`config.mk`:
```
export PLATFORM = sky130hd
export DESIGN_NAME = csxxh_mul
export DESIGN_NICKNAME = d
export VERILOG_FILES = /design/src/rtl/core/csxxh_pkg.sv /design/src/rtl/core/csxxh_mul.sv
export SDC_FILE = /design/constraint.sdc
export NUM_CORES = 2
export LEC_CHECK = 0
export BUFFER_PORTS_ARGS = -buffer_cell sky130_fd_sc_hd__buf_2
export CORE_ASPECT_RATIO = 1.25
export CORE_MARGIN = 2
export CORE_UTILIZATION = 65
export DETAILED_ROUTE_END_ITERATION = 12
export GPL_TIMING_DRIVEN = 0
export HOLD_SLACK_MARGIN = 0.08
export PLACE_DENSITY = 0.84
export SLEW_MARGIN = 10
export SYNTH_ARGS = -nofsm -noshare
export SYNTH_HDL_FRONTEND = slang
export SYNTH_SLANG_ARGS = --single-unit
```
`constraint.sdc`:
```
create_clock -name clk -period 14.75 [get_ports clk]
set_input_delay 0.7375 -clock clk [delete_from_list [all_inputs] [get_ports clk]]
set_output_delay 0.7375 -clock clk [all_outputs]
set_load 0.02 [all_outputs]
```
`src/rtl/core/csxxh_pkg.sv`:
```
// ----------------------------------------------------------------------------
// csxxh_pkg: shared types and constants of the call-stack XXH64 hasher
// Word layouts of both channels, XXH64 primes, register indexes and helpers.
// ----------------------------------------------------------------------------
package csxxh_pkg;

  localparam int unsigned WORD_W    = 64;
  localparam int unsigned CNT_W     = 7;
  localparam int unsigned WCNT_W    = 16;
  localparam int unsigned CFG_IDX_W = 2;

  // Saturation point of the reported frame count
  localparam int unsigned MAX_FRAMES = 64;

  // XXH64 primes
  localparam logic [63:0] PR1 = 64'h9E37_79B1_85EB_CA87;
  localparam logic [63:0] PR2 = 64'hC2B2_AE3D_27D4_EB4F;
  localparam logic [63:0] PR3 = 64'h1656_67B1_9E37_79F9;
  localparam logic [63:0] PR4 = 64'h85EB_CA77_C2B2_AE63;
  localparam logic [63:0] PR5 = 64'h27D4_EB2F_1656_67C5;
  localparam logic [63:0] PR12 = PR1 + PR2;

  localparam logic [63:0] SEED_RESET = 64'h9E37_79B9_7F4A_7C15;

  // Configuration register indexes
  localparam logic [CFG_IDX_W-1:0] REG_SEED      = 2'd0;
  localparam logic [CFG_IDX_W-1:0] REG_CLEAR_LSB = 2'd1;
  localparam logic [CFG_IDX_W-1:0] REG_SKIP      = 2'd2;

  typedef struct packed {
    logic [WORD_W-1:0] frame_addr;
    logic              last_frame;
  } in_word_t;

  typedef struct packed {
    logic [WORD_W-1:0] stack_hash;
    logic [CNT_W-1:0]  hashed_count;
    logic              too_many_frames;
  } out_word_t;

  // Rotate left by a constant amount (1..63)
  function automatic logic [63:0] rotl64(input logic [63:0] x, input int unsigned r);
    return (x << r) | (x >> (64 - r));
  endfunction

endpackage

```
`src/rtl/core/csxxh_mul.sv`:
```
// ----------------------------------------------------------------------------
// csxxh_mul: iterative 64x64 multiplier, low 64 bits of the product
// One 32x32 multiplier is used over three steps; the three partial products
// that reach the low word are summed into a product register.
// ----------------------------------------------------------------------------
module csxxh_mul (
  input  logic        clk,
  input  logic        rst_n,
  input  logic        start,
  input  logic [63:0] a,
  input  logic [63:0] b,
  output logic        done,
  output logic [63:0] prod
);
  import csxxh_pkg::*;

  localparam logic [1:0] STEP_IDLE = 2'd0;
  localparam logic [1:0] STEP_LL   = 2'd1;
  localparam logic [1:0] STEP_LH   = 2'd2;
  localparam logic [1:0] STEP_HL   = 2'd3;

  logic [1:0]  step_r;
  logic        done_r;
  logic [63:0] a_r;
  logic [63:0] b_r;
  logic [63:0] acc_r;
  logic [31:0] op_a;
  logic [31:0] op_b;
  logic [63:0] pp;

  // Operand select for the shared multiplier
  always_comb begin
    case (step_r)
      STEP_LH: begin
        op_a = a_r[31:0];
        op_b = b_r[63:32];
      end
      STEP_HL: begin
        op_a = a_r[63:32];
        op_b = b_r[31:0];
      end
      default: begin
        op_a = a_r[31:0];
        op_b = b_r[31:0];
      end
    endcase
  end

  assign pp = op_a * op_b;

  // Step counter and done pulse
  always_ff @(posedge clk) begin
    if (!rst_n) begin
      step_r <= STEP_IDLE;
      done_r <= 1'b0;
    end else begin
      done_r <= 1'b0;
      case (step_r)
        STEP_IDLE: if (start) step_r <= STEP_LL;
        STEP_LL:   step_r <= STEP_LH;
        STEP_LH:   step_r <= STEP_HL;
        STEP_HL: begin
          step_r <= STEP_IDLE;
          done_r <= 1'b1;
        end
        default:   step_r <= STEP_IDLE;
      endcase
    end
  end

  // Operand capture and partial-product accumulation
  always_ff @(posedge clk) begin
    if (step_r == STEP_IDLE && start) begin
      a_r <= a;
      b_r <= b;
    end
    case (step_r)
      STEP_LL: acc_r <= pp;
      STEP_LH, STEP_HL: acc_r[63:32] <= acc_r[63:32] + pp[31:0];
      default: acc_r <= acc_r;
    endcase
  end

  assign done = done_r;
  assign prod = acc_r;

endmodule

```
==> out/qor.csv <==
stage,metric,value,unit
outcome,violations,"capacitance limit, slew limit",
synthesis,synth_top_flop_cell,edfxtp_1,
worst_setup_path,path_max_fanout,10,
synthesis,synth_edf_count,192,
timing,tightest_slew,1.51,ns
worst_setup_path,critical_path_class,reg2reg,
timing,rsz0062_at_grt,no,
job,maxCapViolCount,1,
min_path,worstHoldPathCells,1,
detailed_routing,ant_nets,0,
placement,dp_hpwl,130,mm
synthesis,ys_seq_elements,195,
timing,hold_viol,0,
worst_setup_path,r2r_start,step_r[0],
detailed_routing,routed_wirelength,158,mm
synthesis,yosys_warnings,0,
clocking,root_buffer,clkbuf_16,
synthesis,synth_cells,4355,
clocking,cts_made_buffers,17,
clocking,clk_latency,0.55,ns
timing,fmax,0.0768,GHz
synthesis,synth_area_leaders,"fa_1, edfxtp_1, ha_1",
global_route,grtUsageTotal,50.0,%
worst_setup_path,rrSetupSlack,1.72,ns
timing,setup_viol,0,
clocking,cts_tree,built,
global_route,grt_max_degree,63,
layout,fin_nets,5919,
clocking,cts_sinks,195,
placement,gp_congestion,1.08,
worst_setup_path,startpoint_type,register,
floorplanning,fp-row-count,103,
synthesis,netlist.area_leader.share,43.5,%
detailed_routing,post_drt_wl_per_cell,28.9,microns
synthesis,netlist_area,0.0412,sq mm
timing,slew_headroom,-3.24,%
timing,finalCritPeriodShare,88.3,%
timing,maxSlewViolCount,5,
global_route,first_global_vias,36100,
clocking,cts_buffer_depth,2,
min_path,hp-start,a[33],
worst_setup_path,cp.required,15.02,ns
detailed_routing,viasPerCell,6.31,
timing,min_period,13.03,ns
global_route,antenna_found_initial,7,
timing,setup-tns-final,0,ns
timing,final.setup_skew,0.0335,ns
worst_setup_path,cp_slowest_cell,mux2i_1,
layout,fillerInstances,4847,
detailed_routing,drtIter0Drc,3726,
worst_setup_path,reg2regPathDepth,35,
synthesis,synth_fp_nets,5683,
worst_setup_path,cp_slowest_stage_delay,1.17,ns
floorplanning,coreArea,0.0630,sq mm
synthesis,synth.distinct_cells,81,
layout,seqCellArea,0.00583,sq mm
clocking,clk_pin_slew,0.12,ns
worst_setup_path,r2r-end,prod[63],
layout,multi_input_area,0.0314,sq mm
outcome,status,"complete, but fails checks",
floorplanning,initial_core_util,65.4,%
clocking,h-tree-depth,4,
floorplanning,die_x,229,microns
global_route,grt_pass1_wl,231,mm
placement,portBuffers,195,
detailed_routing,firstDrtPassIters,8,
min_path,worst_hold_path_type,in2reg,
layout,drive_gt1_share,8.56,%
worst_setup_path,arrival,13.29,ns
worst_setup_path,crit_top_cell,fa_1,
floorplanning,num_io_pins,196,
worst_setup_path,cp-end-kind,register,
synthesis,synth.yosys.seq_area_share,14.1,%
detailed_routing,drc,0,
clocking,hold_buffers,0,
floorplanning,die_area,0.0655,sq mm
clocking,post-cts-setup-buffers,0,
min_path,hold-path-endpoint,a_r[33],
synthesis,syn_avg_cell_area,9.47,sq um
synthesis,yosysTopAreaCell,fa_1,
floorplanning,die_h,286,microns
global_route,overflow,0,
synthesis,synth_common_cells,"fa_1, inv_1, nand2_1, nor2_1, ha_1",
detailed_routing,num_vias,34400,
synthesis,async_reset_ff_share,0,%
layout,synthToLayoutAreaGrowth,7.57,%
clocking,ctsResizeCount,0,
==> worst max-delay path by stage <==
stage / start / endpoint / slack, ns / depth (start not counted)
detailed placement: step_r[0] / prod[63] / 2.18 / 36
floorplan: step_r[0] / prod[63] / 5.25 / 35
CTS: step_r[0] / prod[63] / 2.14 / 35
finish: step_r[0] / prod[63] / 1.72 / 35
global placement: step_r[0] / prod[63] / 1.38 / 36
global route: step_r[0] / prod[63] / 1.42 / 35
==> kinds of logic (layout without fill, tap and decap cells) <==
kind of cell,count (synthesis),after routing,synth area share (%)
buffers and inverters,1091,1340,10.0
XOR/XNOR,77,77,1.67
other,0,1,0
adder cells (fa/ha/maj),1197,1197,52.6
flip-flops,195,195,14.1
AO/OA/AOI/OAI,330,330,5.17
AND/OR/NAND/NOR,1334,1334,13.0
multiplexers,131,131,3.36
==> per-stage QoR <==
stage	instance area, sq um	util, %	setup slack, ns	instances	hold WS [ns]
after global routing	44400	70.4	1.42	5444	0.362
after global placement	43300	68.7	1.38	5390	0.553
after detailed placement	43700	69.3	2.18	5412	0.552
after floorplan	41200	-	5.25	4355	0.526
after CTS	44300	70.4	2.14	5444	0.349
final	44400	70.4	1.72	5445	0.357
==> cell type report <==
cell class / count / share of cell area [%]
Timing Repair Buffer: 217 / 2.83
Inverter: 897 / 7.59
Clock inverter: 15 / 0.519
Multi-Input combinational cell: 3069 / 70.9
Sequential cell: 195 / 13.1
Buffer: 194 / 1.74
Clock buffer: 17 / 0.959
Tap cell: 840 / 2.37
Antenna cell: 1 / 0.00564
==> worst max-delay path: cells and delay by family, from the launching register on <==
kind | cells | cell delay [ns]
buffers and inverters | 8 | 2.62
xor gates and xnor gates | 2 | 0.83
DFF | 1 | 0.35
adders and majority gates | 11 | 5.10
AOI/OAI and AO/OA | 9 | 2.15
and+or+nand+nor | 4 | 0.52
muxes | 1 | 1.17
==> cells in the final DEF (no fill, tap or decap), types with 17 or more instances in the layout <==
cell / count
mux2i_1: 39
clkbuf_16: 17
nor3_1: 21
edfxtp_1: 192
mux2_2: 61
nand4_1: 26
fa_1: 897
buf_6: 19
xnor2_1: 52
o21ai_1: 17
a21oi_1: 113
clkbuf_1: 163
inv_1: 896
ha_1: 299
nor2_1: 467
buf_2: 208
xor2_1: 24
nand3_1: 19
mux2i_2: 28
o21bai_1: 27
o21ai_0: 63
nand2_1: 717
a21o_1: 22
==> metal layers <==
metal  routed length, microns  global-route usage (%)
met5                      103                       0
met1                    48900                    56.4
met4                    19700                    47.4
met2                    67400                    73.8
met3                    21400                    17.7
==> sequential cells by signal (all words and copies together), names as in the netlist <==
name / flops
done: 1
step_r: 2
a_r: 64
prod: 64
b_r: 64
Power is left out: the tool's default activity adds up to more than one toggle a clock period on the data nets, which glitch-free logic cannot reach.
